## src/rtl/core/alle_pkg.sv

```systemverilog
// Shared types and constants of the array linked list engine.
`timescale 1ns / 1ps
`default_nettype none

package alle_pkg;

   localparam int SLOTS  = 16;
   localparam int SLOT_W = $clog2(SLOTS);
   localparam int LINK_W = $clog2(SLOTS + 1);
   localparam int VAL_W  = 32;
   localparam int OUT_W  = 4;

   localparam logic [LINK_W-1:0] END_MARK = LINK_W'(SLOTS);

   typedef enum logic [1:0] {
      ACT_FIND       = 2'd0,
      ACT_INS_BEFORE = 2'd1,
      ACT_INS_AFTER  = 2'd2,
      ACT_DELETE     = 2'd3
   } action_type;

   typedef enum logic [1:0] {
      ST_OK      = 2'd0,
      ST_EMPTY   = 2'd1,
      ST_FULL    = 2'd2,
      ST_MISSING = 2'd3
   } status_type;

   typedef enum logic [2:0] {
      S_IDLE,
      S_HEAD,
      S_CMP,
      S_FIRST,
      S_DEL,
      S_INS1,
      S_INS2,
      S_DONE
   } state_type;

   typedef struct packed {
      logic              rd_en;
      logic [SLOT_W-1:0] rd_addr;
      logic              value_we;
      logic [SLOT_W-1:0] value_addr;
      logic [VAL_W-1:0]  value_data;
      logic              link_we;
      logic [SLOT_W-1:0] link_addr;
      logic [LINK_W-1:0] link_data;
      logic              used_set;
      logic              used_clr;
      logic              link_clr;
      logic [SLOT_W-1:0] used_addr;
   } store_cmd_type;

   typedef struct packed {
      logic [LINK_W-1:0] link_data;
      logic [VAL_W-1:0]  value_data;
      logic              used;
      logic              free_found;
      logic [SLOT_W-1:0] free_slot;
   } store_rsp_type;

   typedef struct packed {
      status_type        status;
      logic [SLOT_W-1:0] slot;
      logic [SLOT_W-1:0] count;
   } result_type;

endpackage

`default_nettype wire

```

## src/rtl/core/alle_store.sv

```systemverilog
// Node store: value and link memories, occupied flags and the free slot finder.
`timescale 1ns / 1ps
`default_nettype none

module alle_store (
   input  wire logic                   clock,
   input  wire logic                   reset,
   input  wire alle_pkg::store_cmd_type cmd,
   output alle_pkg::store_rsp_type     rsp
);
   import alle_pkg::*;

   logic [VAL_W-1:0]  value_mem [SLOTS];
   logic [LINK_W-1:0] link_mem  [SLOTS];
   logic [SLOTS-1:0]  link_vld_ff;
   logic [SLOTS-1:0]  link_vld_in;
   logic [SLOTS-1:0]  used_ff;
   logic [SLOTS-1:0]  used_in;

   logic [VAL_W-1:0]  value_q_ff;
   logic [LINK_W-1:0] link_q_ff;
   logic              link_vld_q_ff;
   logic              used_q_ff;

   always_ff @(posedge clock) begin
      if (cmd.value_we) begin
         value_mem[cmd.value_addr] <= cmd.value_data;
      end
      if (cmd.link_we) begin
         link_mem[cmd.link_addr] <= cmd.link_data;
      end
      if (cmd.rd_en) begin
         value_q_ff    <= value_mem[cmd.rd_addr];
         link_q_ff     <= link_mem[cmd.rd_addr];
         link_vld_q_ff <= link_vld_ff[cmd.rd_addr];
         used_q_ff     <= used_ff[cmd.rd_addr];
      end
   end

   // A link that was never written, or was dropped on delete, reads as the end mark.
   always_comb begin
      link_vld_in = link_vld_ff;
      used_in     = used_ff;
      if (cmd.link_we) begin
         link_vld_in[cmd.link_addr] = 1'b1;
      end
      if (cmd.link_clr) begin
         link_vld_in[cmd.used_addr] = 1'b0;
      end
      if (cmd.used_set) begin
         used_in[cmd.used_addr] = 1'b1;
      end
      if (cmd.used_clr) begin
         used_in[cmd.used_addr] = 1'b0;
      end
   end

   always_ff @(posedge clock) begin
      if (reset) begin
         link_vld_ff <= '0;
         used_ff     <= '0;
      end else begin
         link_vld_ff <= link_vld_in;
         used_ff     <= used_in;
      end
   end

   always_comb begin
      rsp.link_data  = link_vld_q_ff ? link_q_ff : END_MARK;
      rsp.value_data = value_q_ff;
      rsp.used       = used_q_ff;
      rsp.free_found = 1'b0;
      rsp.free_slot  = '0;
      // Walk downward so the lowest free slot wins; slot 0 is the sentinel.
      for (int i = SLOTS - 1; i >= 1; i--) begin
         if (!used_ff[i]) begin
            rsp.free_found = 1'b1;
            rsp.free_slot  = SLOT_W'(i);
         end
      end
   end

endmodule

`default_nettype wire

```

## src/rtl/core/alle_ctrl.sv

```systemverilog
// Sequencer that walks the list and performs find, insert and delete.
`timescale 1ns / 1ps
`default_nettype none

module alle_ctrl (
   input  wire logic                    clock,
   input  wire logic                    reset,
   input  wire logic                    req_valid,
   output logic                         req_ready,
   input  wire logic [1:0]              req_action,
   input  wire logic [alle_pkg::VAL_W-1:0] req_key,
   input  wire logic [alle_pkg::VAL_W-1:0] req_new,
   output logic                         res_valid,
   input  wire logic                    res_ready,
   output alle_pkg::result_type         res,
   output alle_pkg::store_cmd_type      cmd,
   input  wire alle_pkg::store_rsp_type store_rsp
);
   import alle_pkg::*;

   state_type         state_ff, state_in;
   action_type        action_ff, action_in;
   logic [VAL_W-1:0]  key_ff, key_in;
   logic [VAL_W-1:0]  nv_ff, nv_in;
   logic [LINK_W-1:0] cur_ff, cur_in;
   logic [SLOT_W-1:0] prev_ff, prev_in;
   logic [LINK_W-1:0] next_ff, next_in;
   logic [SLOT_W-1:0] steps_ff, steps_in;
   logic [SLOT_W-1:0] count_ff, count_in;
   status_type        status_ff, status_in;
   logic [SLOT_W-1:0] slot_ff, slot_in;

   action_type        req_act;
   logic              is_insert;
   logic              list_empty;
   logic              list_full;
   logic              match;
   logic              link_end;
   logic [SLOT_W-1:0] cur_slot;
   logic [SLOT_W-1:0] link_slot;

   assign req_act    = action_type'(req_action);
   assign is_insert  = (req_act == ACT_INS_BEFORE) || (req_act == ACT_INS_AFTER);
   assign list_empty = (count_ff == '0);
   assign list_full  = (count_ff == SLOT_W'(SLOTS - 1));
   assign cur_slot   = cur_ff[SLOT_W-1:0];
   assign link_slot  = store_rsp.link_data[SLOT_W-1:0];
   assign link_end   = (store_rsp.link_data >= END_MARK);
   assign match      = store_rsp.used && (store_rsp.value_data == key_ff);

   always_comb begin
      state_in = state_ff;
      unique case (state_ff)
         S_IDLE: begin
            if (req_valid) begin
               if (!is_insert && list_empty) begin
                  state_in = S_DONE;
               end else if (is_insert && list_full) begin
                  state_in = S_DONE;
               end else if (is_insert && list_empty) begin
                  state_in = S_FIRST;
               end else begin
                  state_in = S_HEAD;
               end
            end
         end
         S_HEAD: begin
            state_in = link_end ? S_DONE : S_CMP;
         end
         S_CMP: begin
            priority if (match) begin
               unique case (action_ff)
                  ACT_FIND:   state_in = S_DONE;
                  ACT_DELETE: state_in = S_DEL;
                  default:    state_in = S_INS1;
               endcase
            end else if (link_end || steps_ff == SLOT_W'(SLOTS - 1)) begin
               state_in = S_DONE;
            end else begin
               state_in = S_CMP;
            end
         end
         S_FIRST: state_in = S_DONE;
         S_DEL:   state_in = S_DONE;
         S_INS1:  state_in = store_rsp.free_found ? S_INS2 : S_DONE;
         S_INS2:  state_in = S_DONE;
         S_DONE:  state_in = res_ready ? S_IDLE : S_DONE;
         default: state_in = S_IDLE;
      endcase
   end

   always_comb begin
      action_in = action_ff;
      key_in    = key_ff;
      nv_in     = nv_ff;
      cur_in    = cur_ff;
      prev_in   = prev_ff;
      next_in   = next_ff;
      steps_in  = steps_ff;
      count_in  = count_ff;
      status_in = status_ff;
      slot_in   = slot_ff;
      req_ready = 1'b0;
      res_valid = 1'b0;
      cmd       = '0;

      unique case (state_ff)
         S_IDLE: begin
            req_ready   = 1'b1;
            cmd.rd_en   = 1'b1;
            cmd.rd_addr = '0;
            if (req_valid) begin
               action_in = req_act;
               key_in    = req_key;
               nv_in     = req_new;
               status_in = ST_OK;
               slot_in   = '0;
               if (!is_insert && list_empty) begin
                  status_in = ST_EMPTY;
               end else if (is_insert && list_full) begin
                  status_in = ST_FULL;
               end
            end
         end
         S_HEAD: begin
            cur_in   = store_rsp.link_data;
            prev_in  = '0;
            steps_in = '0;
            if (link_end) begin
               status_in = ST_MISSING;
            end else begin
               cmd.rd_en   = 1'b1;
               cmd.rd_addr = link_slot;
            end
         end
         S_CMP: begin
            priority if (match) begin
               slot_in = cur_slot;
               if (action_ff == ACT_INS_BEFORE) begin
                  next_in = cur_ff;
               end else begin
                  next_in = store_rsp.link_data;
               end
               if (action_ff == ACT_INS_AFTER) begin
                  prev_in = cur_slot;
               end
            end else if (link_end || steps_ff == SLOT_W'(SLOTS - 1)) begin
               status_in = ST_MISSING;
            end else begin
               prev_in     = cur_slot;
               cur_in      = store_rsp.link_data;
               steps_in    = steps_ff + SLOT_W'(1);
               cmd.rd_en   = 1'b1;
               cmd.rd_addr = link_slot;
            end
         end
         S_FIRST: begin
            cmd.value_we   = 1'b1;
            cmd.value_addr = SLOT_W'(1);
            cmd.value_data = nv_ff;
            cmd.link_we    = 1'b1;
            cmd.link_addr  = '0;
            cmd.link_data  = LINK_W'(1);
            cmd.used_set   = 1'b1;
            cmd.link_clr   = 1'b1;
            cmd.used_addr  = SLOT_W'(1);
            slot_in        = SLOT_W'(1);
            count_in       = SLOT_W'(1);
         end
         S_DEL: begin
            cmd.link_we   = 1'b1;
            cmd.link_addr = prev_ff;
            cmd.link_data = next_ff;
            cmd.used_clr  = 1'b1;
            cmd.link_clr  = 1'b1;
            cmd.used_addr = slot_ff;
            count_in      = count_ff - SLOT_W'(1);
         end
         S_INS1: begin
            if (store_rsp.free_found) begin
               cmd.value_we   = 1'b1;
               cmd.value_addr = store_rsp.free_slot;
               cmd.value_data = nv_ff;
               cmd.link_we    = 1'b1;
               cmd.link_addr  = store_rsp.free_slot;
               cmd.link_data  = next_ff;
               cmd.used_set   = 1'b1;
               cmd.used_addr  = store_rsp.free_slot;
               slot_in        = store_rsp.free_slot;
            end else begin
               status_in = ST_FULL;
               slot_in   = '0;
            end
         end
         S_INS2: begin
            cmd.link_we   = 1'b1;
            cmd.link_addr = prev_ff;
            cmd.link_data = {{(LINK_W - SLOT_W){1'b0}}, slot_ff};
            count_in      = count_ff + SLOT_W'(1);
         end
         S_DONE: begin
            res_valid = 1'b1;
         end
         default: begin
         end
      endcase
   end

   assign res.status = status_ff;
   assign res.slot   = (status_ff == ST_OK) ? slot_ff : '0;
   assign res.count  = count_ff;

   always_ff @(posedge clock) begin
      if (reset) begin
         state_ff <= S_IDLE;
         count_ff <= '0;
      end else begin
         state_ff <= state_in;
         count_ff <= count_in;
      end
   end

   always_ff @(posedge clock) begin
      action_ff <= action_in;
      key_ff    <= key_in;
      nv_ff     <= nv_in;
      cur_ff    <= cur_in;
      prev_ff   <= prev_in;
      next_ff   <= next_in;
      steps_ff  <= steps_in;
      status_ff <= status_in;
      slot_ff   <= slot_in;
   end

endmodule

`default_nettype wire

```

## src/rtl/core/array_linked_list_engine_top.sv

```systemverilog
// Top level of the array linked list engine: sequencer, node store and result register.
`timescale 1ns / 1ps
`default_nettype none

// Keeps a singly linked list of 32-bit values in a 16-slot store whose slot 0 is a head
// sentinel, so at most 15 values are held. Each request transaction finds a value, inserts
// a new value before or after the first node holding a key, or deletes the first node
// holding a value; exactly one response transaction follows with a status, the slot and
// the stored count. One request is in work at a time. A request that ends early (a find
// or delete on an empty list, an insert into a full list) goes straight to its result, and
// an insert into an empty list writes the first node first. Any other request reads the
// head sentinel and then walks the list, one node per cycle through the single read port
// of the node memories; a delete then adds one write step and an insert two. A finished
// result waits in the output register while the next request is taken.
module array_linked_list_engine_top (
   input  wire logic        clock,
   input  wire logic        reset,
   input  wire logic        req_tvalid,
   output logic             req_tready,
   input  wire logic [71:0] req_tdata,  // action[1:0], key_value[33:2], new_value[65:34], zero pad
   output logic             rsp_tvalid,
   input  wire logic        rsp_tready,
   output logic [15:0]      rsp_tdata   // status[1:0], slot[5:2], count[9:6], zero pad
);
   import alle_pkg::*;

   store_cmd_type cmd;
   store_rsp_type store_rsp;
   result_type    res;
   logic          res_valid;
   logic          res_ready;

   logic          rsp_valid_ff, rsp_valid_in;
   logic [15:0]   rsp_data_ff, rsp_data_in;

   logic [OUT_W+SLOT_W-1:0] slot_ext;
   logic [OUT_W+SLOT_W-1:0] count_ext;

   alle_ctrl u_ctrl (
      .clock      (clock),
      .reset      (reset),
      .req_valid  (req_tvalid),
      .req_ready  (req_tready),
      .req_action (req_tdata[1:0]),
      .req_key    (req_tdata[33:2]),
      .req_new    (req_tdata[65:34]),
      .res_valid  (res_valid),
      .res_ready  (res_ready),
      .res        (res),
      .cmd        (cmd),
      .store_rsp  (store_rsp)
   );

   alle_store u_store (
      .clock (clock),
      .reset (reset),
      .cmd   (cmd),
      .rsp   (store_rsp)
   );

   // Slot and count leave as their low four bits.
   assign slot_ext  = {{OUT_W{1'b0}}, res.slot};
   assign count_ext = {{OUT_W{1'b0}}, res.count};

   assign res_ready = !rsp_valid_ff || rsp_tready;

   always_comb begin
      rsp_valid_in = rsp_valid_ff;
      rsp_data_in  = rsp_data_ff;
      if (res_valid && res_ready) begin
         rsp_valid_in = 1'b1;
         rsp_data_in  = {6'd0, count_ext[OUT_W-1:0], slot_ext[OUT_W-1:0], res.status};
      end else if (rsp_tready) begin
         rsp_valid_in = 1'b0;
      end
   end

   always_ff @(posedge clock) begin
      if (reset) begin
         rsp_valid_ff <= 1'b0;
      end else begin
         rsp_valid_ff <= rsp_valid_in;
      end
   end

   always_ff @(posedge clock) begin
      rsp_data_ff <= rsp_data_in;
   end

   assign rsp_tvalid = rsp_valid_ff;
   assign rsp_tdata  = rsp_data_ff;

endmodule

`default_nettype wire
```

## config.mk

```make
export PLATFORM = sky130hd
export DESIGN_NAME = array_linked_list_engine_top
export DESIGN_NICKNAME = d
export VERILOG_FILES = /design/src/rtl/core/alle_pkg.sv /design/src/rtl/core/alle_store.sv /design/src/rtl/core/alle_ctrl.sv /design/src/rtl/core/array_linked_list_engine_top.sv
export SDC_FILE = /design/constraint.sdc
export NUM_CORES = 1
export LEC_CHECK = 0
export BUFFER_PORTS_ARGS = -buffer_cell sky130_fd_sc_hd__buf_2
export CORE_MARGIN = 10
export CORE_UTILIZATION = 40
export CTS_BUF_LIST = sky130_fd_sc_hd__clkbuf_8
export CTS_CLUSTER_DIAMETER = 60
export DETAILED_ROUTE_END_ITERATION = 16
export MAX_ROUTING_LAYER = met4
export PLACE_DENSITY = 0.51
export REMOVE_ABC_BUFFERS = 1
export SYNTH_ARGS = -nofsm -noshare
export SYNTH_HDL_FRONTEND = slang
export SYNTH_SLANG_ARGS = --single-unit
```

## constraint.sdc

```tcl
create_clock -name clock -period 6.1 [get_ports clock]
set_clock_uncertainty 0.15 [all_clocks]
set_input_delay 1.22 -clock clock [delete_from_list [all_inputs] [get_ports clock]]
set_output_delay 1.22 -clock clock [all_outputs]
set_load 0.03 [all_outputs]
```

After elaboration in Yosys (flattened, before gate mapping)
Memories as Yosys holds them, arrays and structs flattened. A register that Yosys moved wholly into a read port is not among the register bits.
Cells that the tools add are included.
{"block": "op_classes", "addsub": 3, "magnitude_cmp": 6, "eq_ne": 24, "n_mux": 82, "bitwise_logic": 5, "n_reduce_logical": 29}
{"cell": "5-bit 2-to-1 mux", "count": 22}
{"cell": "37-bit one-hot mux with 2 select lines", "count": 1}
{"cell": "16-bit 2-to-1 mux", "count": 4}
{"cell": "48-bit 2-to-1 mux", "count": 1}
{"cell": "10-bit one-hot mux with 4 select lines", "count": 1}
{"cell": "16-bit AND", "count": 2}
{"cell": "32-bit == test", "count": 1}
{"cell": "4-bit 2-to-1 mux", "count": 8}
{"cell": "16-bit OR", "count": 2}
{"cell": "4-bit one-hot mux with 3 select lines", "count": 2}
{"cell": "3-bit 2-to-1 mux", "count": 7}
{"cell": "3-bit one-hot mux with 6 select lines", "count": 1}
{"cell": "2-bit 2-to-1 mux", "count": 8}
{"cell": "16-bit NOT", "count": 1}
{"cell": "4-bit one-hot mux with 2 select lines", "count": 2}
{"cell": "4-bit one-hot mux with 4 select lines", "count": 1}
{"cell": "4-bit by 5-bit less-than comparator with 1-bit output (second input constant)", "count": 3}
{"cell": "1-bit 2-to-1 mux", "count": 15}
{"cell": "5-bit one-hot mux with 3 select lines", "count": 1}
{"cell": "3-bit == test (second input constant)", "count": 4}
{"cell": "5-bit one-hot mux with 2 select lines", "count": 1}
{"cell": "3-bit AND reduction", "count": 3}
{"cell": "4-bit by 1-bit adder with 4-bit output (second input constant)", "count": 2}
{"cell": "1-bit binary-select mux with 4-bit select", "count": 2}
{"cell": "29 further kinds", "count": 54}
{"block": "word_totals", "register_bits": 142, "ram_bits": 592, "inputBits": 76, "out_inout_bits": 18, "wordCells": 169, "mem_count": 2}
{"name": "u_store.value_mem", "depth": 16, "width": 32, "rd": 1, "rd_ports_with_merged_regs": 1, "write_ports": 1, "line_no": "alle_store.sv:13", "rtl": "logic [VAL_W-1:0] value_mem [SLOTS];"}
{"name": "u_store.link_mem", "depth": 16, "width": 5, "rd": 1, "rd_ports_with_merged_regs": 1, "write_ports": 1, "line_no": "alle_store.sv:14", "rtl": "logic [LINK_W-1:0] link_mem [SLOTS];"}

Depth between registers and ports, before layout
Gate-level depths: netlist (run 1).
{"block": "depth", "depth_word": 25, "mapped_depth": 12, "ltp_nobuf": 8}

By module
Synthesis (run 1) repeated with hierarchy kept, for this count alone.
{"block": "hier_totals", "cells_unflattened": 1536, "hier_area_um2": 29943.7}
{"module": "alle_store", "n_inst": 1, "cells_per_inst": 1166, "area_per_inst_um2": 25067.8, "seq_area_each_um2": 19588.8}
{"module": "alle_ctrl", "n_inst": 1, "cells_per_inst": 348, "area_per_inst_um2": 4471.8, "seq_area_each_um2": 2842.7}
{"module": "array_linked_list_engine_top", "n_inst": 1, "cells_per_inst": 22, "area_per_inst_um2": 404.1, "seq_area_each_um2": 320.3}

Least setup slack after synthesis (run 1)
No wires, ideal clock.
{"block": "synth_path", "kind": "flip-flop to flip-flop", "from": "register u_ctrl.state_ff[0]", "to": "memory u_store.value_mem[9][0] (enable)", "setup_time_ns": 0.463, "arrival_time_ns": 3.883, "required_time_ns": 5.487, "slack_ns": 1.604, "stages_incl_launch_ff": 8, "n_path_buf": 1, "synth_period_minus_slack_ns": 4.496, "path_cell_list": "dfxtp_1 -> buf_2 -> nor2b_1 -> nand2_1 -> or2_2 -> nor3_1 -> o21ai_0 -> nor3_1"}
{"block": "synth_via", "elab_chain_cells": 4, "word_cells_on_any_way": 5, "classes_between": "eq/ne: 2; mux: 3"}
{"element": "from (decl)", "line_no": "alle_ctrl.sv:21", "rtl": "state_type state_ff, state_in;"}
{"element": "from (signal assigned)", "line_no": "alle_ctrl.sv:218", "rtl": "state_ff <= state_in;"}
{"element": "3-bit == test or 3-bit by 2-bit == test with 1-bit output (tied branches)", "line_no": "alle_ctrl.sv:107", "rtl": "unique case (state_ff)"}
{"element": "37-bit one-hot mux with 2 select lines *", "line_no": "alle_ctrl.sv:107"}
{"element": "1-bit 2-to-1 mux", "line_no": "alle_store.sv:26", "rtl": "if (cmd.value_we) begin"}
{"element": "1-bit 2-to-1 mux (not written as such)", "line_no": "alle_store.sv:27", "rtl": "value_mem[cmd.value_addr] <= cmd.value_data;"}
{"element": "to (decl)", "line_no": "alle_store.sv:13"}
Mark *: on every way between the ends. The rest lies on a longest branch, timed or not.

Final worst setup path (run 1)
{"block": "layout_path", "from": "register u_ctrl.state_ff[0]", "to": "memory u_store.value_mem[14][30] (enable)"}
The elaborated chain is that of the path after synthesis.

==> results of run 1 <==
## worst register-to-register path, delay by kind of cell (launching register included)
| family | cells | cell delay, ns |
|---|---|---|
| flip-flops | 1 | 0.73 |
| AND/OR/NAND/NOR | 6 | 1.96 |
| buffers and inverters | 2 | 0.75 |
| AO/OA/AOI/OAI | 1 | 0.33 |
## layer usage
metal	track usage [%]	routed length, um	part of all wire, %
met5	-	0	0
met3	3.28	4960	5.5
met1	25.9	38900	43
met2	32.6	44200	49
met4	6.19	1840	2.0
## sequential cells by signal, indices dropped and copies added (netlist names), named ones only
signal,count
u_store.value_mem,512
u_store.link_vld_ff,16
u_store.used_ff,1
u_store.used_q_ff,1
rsp_tvalid,1
u_ctrl.key_ff,32
u_store.value_q_ff,32
u_store.link_mem,80
u_store.link_vld_q_ff,1
u_ctrl.cur_ff,5
rsp_tdata,10
u_ctrl.steps_ff,4
u_ctrl.action_ff,2
u_store.link_q_ff,5
u_ctrl.nv_ff,32
u_ctrl.count_ff,4
u_ctrl.state_ff,3
u_ctrl.status_ff,2
u_ctrl.next_ff,5
u_ctrl.slot_ff,4
u_ctrl.prev_ff,4
## cells in the final DEF, fill, tap and decap left out, drive strengths merged, types with 35 or more instances in the layout
cell	n
dfxtp	40
mux2i	135
nand4	47
clkbuf	147
o21ai	88
nand2	198
o211ai	53
clkinv	46
buf	135
conb	38
a221o	42
inv	68
nor2	123
o21a	44
edfxtp	731
and2	47
a31oi	62
nor4	35
a21oi	105
## cells by family (layout without fill, tap and decap cells)
family          Yosys count  after routing  share of synthesized area, %
simple gates            564            564                          8.52
compound gates          491            491                          10.8
other cells               1             39                        0.0118
flops                   771            771                          71.8
buf+inv                 166            406                          2.29
fa+ha+maj                 4              4                         0.182
xor+xnor                 38             38                          1.05
mux                     163            163                          5.42
## through the flow
step           power [uW]  hold slack, ns  instance area, um2  utilization, %
2_1_floorplan        9770           0.276               31200               -
3_3_place_gp        11300           0.296               33500            42.6
3_5_place_dp        11400           0.285               33500            42.6
4_1_cts             15900           0.299               36100            45.8
5_1_grt             16500           0.324               36100            45.8
6_report            15700           0.300               36100            45.8
## power groups by stage
stage	combinational, uW	clock, uW	sequential [uW]
finish	4170	4470	7100
global route	4520	4840	7150
CTS	4190	4590	7100
detailed placement	4180	0	7200
global placement	4130	0	7190
floorplan	2680	0	7100
## Yosys cell counts (all sizes together) (33+ instances only)
master  instances
a21oi         105
a221o          42
a31oi          62
and2           47
buf            48
clkbuf         91
dfxtp          40
edfxtp        731
mux2i         135
nand2         198
nand4          47
nor2          123
nor3           33
nor4           35
o211ai         53
o21a           44
o21ai          88
## path summary, 6_finish.rpt
kind                        from                   endpoint  slack (ns)  cells after the start
max reg2reg   u_ctrl.state_ff[0]  u_store.value_mem[14][30]        1.82                      9
min          u_ctrl.status_ff[1]               rsp_tdata[1]        0.30                      0
min reg2reg  u_ctrl.status_ff[1]               rsp_tdata[1]        0.30                      0
max           u_ctrl.state_ff[0]  u_store.value_mem[14][30]        1.82                      9
## area by class of cell
| type | instances | area (um2) | area share, % |
|---|---|---|---|
| antenna | 1 | 2.50 | 0.00694 |
| clock buffer | 147 | 2020 | 5.61 |
| clock inverter | 97 | 523 | 1.45 |
| inverter | 27 | 109 | 0.302 |
| multi-input combinational | 1298 | 8510 | 23.6 |
| sequential | 771 | 22800 | 63.1 |
| tap | 1050 | 1310 | 3.64 |
| timing repair buffer | 135 | 836 | 2.32 |
==> reports/results.ini, run 1 <==
[status]
outcome = completed

[grt]
track_usage_pct = 20.2
globalRouteOverflowTotal = 0
global_route_wire_length_before_repair_um = 131000
largest_net_degree_at_the_start_of_global_routing = 68
vias_in_the_first_global_route = 19500
antenna_violations_before_repair = 3

[worst_setup_path]
worstPathCellList = nor2b_1 > nand2_1 > a21oi_1 > nand2_1 > nor2_1 > buf_4 > nand2_1 > nor2_4 > buf_4
cp.buffers_inverters = 2
timing.setup.critical_path_class = flip-flop to flip-flop
worst_path_largest_cell_delay_ns = 0.79
max_fo_critical_path = 19
setup.worst_path.end_class = flip-flop
crit_arrival_ns = 4.54
start_kind = flip-flop
crit_path_frequent_cell = sky130_fd_sc_hd__nand2_1
critical-path-top-delay-family = simple AND/OR/NAND/NOR gates
cp_slowest_cell = sky130_fd_sc_hd__nor2_4
required_time_worst_endpoint_ns = 6.37

[yosys]
synthArstFlopShare_pct = 0
netlist.top_cell.by_area = sky130_fd_sc_hd__edfxtp_1
synth.top_cells.by_area = sky130_fd_sc_hd__edfxtp_1, sky130_fd_sc_hd__mux2i_1, sky130_fd_sc_hd__dfxtp_1
netlist-cell-type-count = 71
synth_edf_count = 731
yosys_warnings = 0
synth_top_flop_cell = sky130_fd_sc_hd__edfxtp_1
cell_area_synth_um2 = 31700
post_synth_inst_count = 2198
synthesis.area_per_instance_um2 = 14.4
sequential_to_total_area_share_from_yosys_stat_pct = 71.8
synth.top_cell.area_share_pct = 69.2
number_of_synthesized_register_bits = 771

[power]
internal_uw = 10300
p_comb_share_pct = 26.5
switchingPower_uw = 5440
vdd_drop_max_mv = 0.237
p_clk_share_pct = 28.4
share_seq_of_total_power_pct = 45.1
netSwitchingFraction_pct = 34.5
power_density_nw_per_um2 = 436
cellLeakagePower_uw = 0.0121

[die]
fp.dieArea_um2 = 90900
row_count = 103
chipWidth_um = 302
ios = 94
core_um2 = 78700
die_height_um = 302
initial_core_util_pct = 40.3

[timing]
worst-slew-pin-transition_ns = 1.29
fin_crit_sh_pct = 70.1
final-setup-viol-count = 0
achievable-frequency_mhz = 234
number_of_pins_exceeding_their_max_slew_limit_in_the_final_report = 0
relSlewSlack_pct = 13.4
final.setup.tns_ns = 0
period_minus_slack_ns = 4.28
grt_setup_unrepaired = false
setup_slack_ns = 1.82
hold_viol = 0

[clock_network]
cts_root_buffer = sky130_fd_sc_hd__clkbuf_8
htreeDepth = 4
total_clock_sinks = 771
post_cts.repair.setup_buffers = 0
cts_hold_repair.buffers = 0
clkTransAtPathRegs_ns = 0.05
cts_inserted_buffers = 136
worst_skew_pair.late_latency_ns = 0.77
post_cts_resize_count = 0
cts_max_path_buffers = 3
cts_tree = built

[finish]
final_nets = 2449
layout-area-overhead-vs-synth_pct = 13.8
drive_above_1_share_pct = 15.7
final_cell_count_no_fill = 3526
filler_cell_count_in_the_final_layout = 6924

[placed_design]
placement.setup.worst_slack_ns = 1.89
hpwlAfterDp_um = 49800
placedCellCount = 3281
gp_congestion = 0.877
buffer_ports.inserted = 81

[worst_hold_path]
type_of_the_worst_min_delay_path = flip-flop to flip-flop

[routing]
drt_iter0_markers = 1718
via_per_inst = 5.60
detail_route.drc_violations = 0
detail_route.wl_per_cell_um = 25.5
route.vias.total = 19800
drt_pre_antenna_iters = 5
detail-route-antenna-nets = 0
wl_final_um = 89800

[job]
max_cap_violations = 0

(Power assumes the default switching activity.)
==> inputs of run 2 (changes only) <==
--- a/config.mk
+++ b/config.mk
@@ -5,6 +5,7 @@
 export SDC_FILE = /design/constraint.sdc
 export NUM_CORES = 1
 export LEC_CHECK = 0
+export ABC_AREA = 1
 export BUFFER_PORTS_ARGS = -buffer_cell sky130_fd_sc_hd__buf_2
 export CORE_MARGIN = 10
 export CORE_UTILIZATION = 40
@@ -12,7 +13,7 @@
 export CTS_CLUSTER_DIAMETER = 60
 export DETAILED_ROUTE_END_ITERATION = 16
 export MAX_ROUTING_LAYER = met4
-export PLACE_DENSITY = 0.51
+export PLACE_DENSITY = 0.53
 export REMOVE_ABC_BUFFERS = 1
 export SYNTH_ARGS = -nofsm -noshare
 export SYNTH_HDL_FRONTEND = slang
==> constraint.sdc (replaced) <==
create_clock -name clock -period 3.52 [get_ports clock]
set_clock_uncertainty 0.15 [all_clocks]
set_input_delay 0.704 -clock clock [delete_from_list [all_inputs] [get_ports clock]]
set_output_delay 0.704 -clock clock [all_outputs]
set_load 0.03 [all_outputs]
==> reports/results.ini, run 2 <==
[status]
outcome = completed  ; unchanged

[clock_network]
cts_tree = built  ; unchanged
htreeDepth = 4  ; unchanged
clkTransAtPathRegs_ns = 0.06  ; was 0.05 ns
cts_root_buffer = sky130_fd_sc_hd__clkbuf_8  ; unchanged
cts_max_path_buffers = 3  ; unchanged
worst_skew_pair.late_latency_ns = 0.80  ; was 0.77 ns
cts_inserted_buffers = 135  ; was 136
total_clock_sinks = 771  ; unchanged

[worst_setup_path]
r2r.worst_path.cells = 15  ; was 9
worstPathCellList = nand2_1 > nand2_1 > nor4_1 > nand2_1 > nor2_2 > nand3_4 > nand3_2 > nand2_8 > inv_4 > buf_4 > nor2_1 > nand2_1 > nand3_1 > nand3_1 > nand2_1  ; was nor2b_1 > nand2_1 > a21oi_1 > nand2_1 > nor2_1 > buf_4 > nand2_1 > nor2_4 > buf_4
required_time_worst_endpoint_ns = 3.91  ; was 6.37 ns
worst_path_largest_cell_delay_ns = 0.38  ; was 0.79 ns
start_kind = flip-flop  ; unchanged
setup.worst_path.end_class = flip-flop  ; unchanged
max_fo_critical_path = 24  ; was 19
cp_slowest_cell = sky130_fd_sc_hd__edfxtp_1  ; was sky130_fd_sc_hd__nor2_4
crit_path_frequent_cell = sky130_fd_sc_hd__nand2_1  ; unchanged
crit_arrival_ns = 3.61  ; was 4.54 ns
critical-path-top-delay-family = simple AND/OR/NAND/NOR gates  ; unchanged
cp.buffers_inverters = 2  ; unchanged
timing.setup.critical_path_class = flip-flop to flip-flop  ; unchanged
critical_path_cell_count = 15  ; was 9

[placed_design]
placed_area_um2 = 36000  ; was 33500 um2
hpwlAfterDp_um = 51800  ; was 49800 um
placement.setup.worst_slack_ns = 0.311  ; was 1.89 ns
buffer_ports.inserted = 81  ; unchanged
gp_congestion = 0.883  ; was 0.877
placedCellCount = 4366  ; was 3281

[routing]
route.vias.total = 23400  ; was 19800
metal3_wl_um = 5770  ; was 4960 um
uppermost_layer_routed = met4  ; unchanged
wl_final_um = 93200  ; was 89800 um
drt_iter0_markers = 1908  ; was 1718
met1Wirelength_um = 42300  ; was 38900 um
via_per_inst = 5.01  ; was 5.60
detail-route-antenna-nets = 0  ; unchanged
routed_length_on_met2_um = 42500  ; was 44200 um
detail_route.wl_per_cell_um = 20.0  ; was 25.5 um
detail_route.drc_violations = 0  ; unchanged
drt_pre_antenna_iters = 6  ; was 5

[yosys]
netlist-cell-type-count = 49  ; was 71
yosys_warnings = 0  ; unchanged
number_of_synthesized_register_bits = 771  ; unchanged
synthesis.area_per_instance_um2 = 10.6  ; was 14.4 um2
synth.top_cells.by_area = sky130_fd_sc_hd__edfxtp_1, sky130_fd_sc_hd__nand3_1, sky130_fd_sc_hd__nand2_1  ; was sky130_fd_sc_hd__edfxtp_1, sky130_fd_sc_hd__mux2i_1, sky130_fd_sc_hd__dfxtp_1
yosys.cell_count.top_type = sky130_fd_sc_hd__edfxtp_1  ; unchanged
synthArstFlopShare_pct = 0  ; unchanged
sequential_to_total_area_share_from_yosys_stat_pct = 67.2  ; was 71.8%
cell_area_synth_um2 = 33900  ; was 31700 um2
yosys-top-cells-count = sky130_fd_sc_hd__edfxtp_1, sky130_fd_sc_hd__nand2_1, sky130_fd_sc_hd__inv_1, sky130_fd_sc_hd__nor2_1, sky130_fd_sc_hd__nand3_1  ; was sky130_fd_sc_hd__edfxtp_1, sky130_fd_sc_hd__nand2_1, sky130_fd_sc_hd__mux2i_1, sky130_fd_sc_hd__nor2_1, sky130_fd_sc_hd__a21oi_1
synth.top_cell.area_share_pct = 64.8  ; was 69.2%
synth_top_flop_cell = sky130_fd_sc_hd__edfxtp_1  ; unchanged
post_synth_inst_count = 3201  ; was 2198
netlist.top_cell.by_area = sky130_fd_sc_hd__edfxtp_1  ; unchanged
synth_edf_count = 731  ; unchanged

[finish]
layout-area-overhead-vs-synth_pct = 15.4  ; was 13.8%
final_common_cell = sky130_fd_sc_hd__edfxtp_1  ; unchanged
largestRegisters = u_store.value_mem: 512 flops, u_store.link_mem: 80 flops  ; unchanged
largest_register = u_store.value_mem  ; unchanged
filler_cell_count_in_the_final_layout = 7880  ; was 6924
drive_above_1_share_pct = 10.2  ; was 15.7%
mostFrequentLayoutCells = sky130_fd_sc_hd__edfxtp_1, sky130_fd_sc_hd__nand2_1, sky130_fd_sc_hd__inv_1, sky130_fd_sc_hd__nor2_1, sky130_fd_sc_hd__nand3_1  ; was sky130_fd_sc_hd__edfxtp_1, sky130_fd_sc_hd__nand2_1, sky130_fd_sc_hd__clkbuf_8, sky130_fd_sc_hd__mux2i_1, sky130_fd_sc_hd__nor2_1
layout.core_utilization_pct = 46.6  ; was 45.8%
final_cell_count_no_fill = 4669  ; was 3526
largest_reg_flops = 512  ; unchanged
layout.cell_area.non_filler_um2 = 39100  ; was 36100 um2
final_nets = 3516  ; was 2449

[worst_hold_path]
timing.hold.worst_path_depth = 3  ; was 0
type_of_the_worst_min_delay_path = input port to flip-flop  ; was flip-flop to flip-flop

[die]
initial_core_util_pct = 40.4  ; was 40.3%
fp.dieArea_um2 = 96700  ; was 90900 um2
core_um2 = 83800  ; was 78700 um2
ios = 94  ; unchanged
die_height_um = 311  ; was 302 um
row_count = 106  ; was 103
chipWidth_um = 311  ; was 302 um

[grt]
globalRouteOverflowTotal = 0  ; unchanged
track_usage_pct = 19.5  ; was 20.2%
largest_net_degree_at_the_start_of_global_routing = 153  ; was 68
antenna_violations_before_repair = 1  ; was 3
vias_in_the_first_global_route = 23200  ; was 19500
global_route_wire_length_before_repair_um = 140000  ; was 131000 um

[timing]
relSlewSlack_pct = 28.8  ; was 13.4%
fin_crit_sh_pct = 91.5  ; was 70.1%
number_of_pins_exceeding_their_max_slew_limit_in_the_final_report = 0  ; unchanged
setup_slack_ns = 0.298  ; was 1.82 ns
achievable-frequency_mhz = 310  ; was 234 MHz
final-setup-viol-count = 0  ; unchanged
grt_setup_unrepaired = false  ; unchanged
worst-slew-pin-transition_ns = 1.06  ; was 1.29 ns
period_minus_slack_ns = 3.22  ; was 4.28 ns
hold_viol = 0  ; unchanged

[job]
max_cap_violations = 0  ; unchanged

[power]
cellLeakagePower_uw = 0.0154  ; was 0.0121 uW
power_density_nw_per_um2 = 620  ; was 436 nW/um2
vdd_drop_max_mv = 0.481  ; was 0.237 mV

## run 2: cell types whose count changed after synthesis, moves of 135 or more
cell / before / now
sky130_fd_sc_hd__nand3_1: 26 / 433
sky130_fd_sc_hd__inv_1: 25 / 457
sky130_fd_sc_hd__nor2_1: 122 / 450
sky130_fd_sc_hd__nand3b_1: 2 / 148
sky130_fd_sc_hd__mux2i_1: 135 / 0
sky130_fd_sc_hd__nand2_1: 197 / 570
## run 2: final cells by class
type / instances / area [um2] / share of cell area (%)
Timing Repair Buffer: 218 / 2030 / 5.19
Clock inverter: 99 / 528 / 1.35
Tap cell: 1134 / 1420 / 3.63
Antenna cell: 1 / 2.50 / 0.00640
Clock buffer: 136 / 1870 / 4.79
Inverter: 467 / 1760 / 4.50
Sequential cell: 771 / 22800 / 58.2
Multi-Input combinational cell: 1843 / 8720 / 22.3
## run 2: report_power, final
part / leakage (uW) / internal (uW) / switching, uW
combinational: 0.00646 / 1340 / 3510
sequential: 0.00753 / 11500 / 480
clock: 0.00138 / 3710 / 3720
total: 0.0154 / 16500 / 7710
## run 2: final timing paths
kind	from	endpoint	slack, ns
worst max-delay path	u_ctrl.key_ff[7]	u_store.link_q_ff[1]	0.30
worst min-delay path	rsp_tready	rsp_tvalid	0.16
worst max register to register	u_ctrl.key_ff[7]	u_store.link_q_ff[1]	0.30
worst min register to register	u_ctrl.status_ff[0]	rsp_tdata[0]	0.29
## run 2: routing by layer
| layer | up-vias | global-route usage (%) |
|---|---|---|
| li1 | 11100 | - |
| met1 | 11300 | 25.9 |
| met2 | 801 | 29.8 |
| met3 | 168 | 3.31 |
| met4 | 0 | 7.37 |
| met5 | - | - |
## run 2: cell families after synthesis
logic type	after synthesis	synth area share [%]
fa+ha+maj	4	0.170
flops	771	67.2
xor+xnor	15	0.410
other cells	1	0.0111
simple gates	1669	22.4
compound gates	117	1.93
buf+inv	624	7.90
## run 2: stage by stage
step / power, uW / hold slack (ns) / TNS [ns]
final: 24200 / 0.156 / 0
after global routing: 25500 / 0.141 / 0
after floorplan: 14900 / 0.266 / -296.57
after global placement: 16800 / 0.295 / 0
after CTS: 24500 / 0.0918 / 0
after detailed placement: 16900 / 0.287 / 0
## run 2: tightest hold or removal path, cell delays in order
cell and delay [ns]:
sky130_fd_sc_hd__buf_2 0.08, sky130_fd_sc_hd__nor2_1 0.07, sky130_fd_sc_hd__o21a_1 0.18
## run 2: what timing repair did
action / CTS / global route
endpoints found under the hold margin: 69 / 0
hold buffers: 67 / 0
endpoints found under the setup margin: 0 / 0
buffers inserted: 0 / 0
resized for setup: 0 / 0
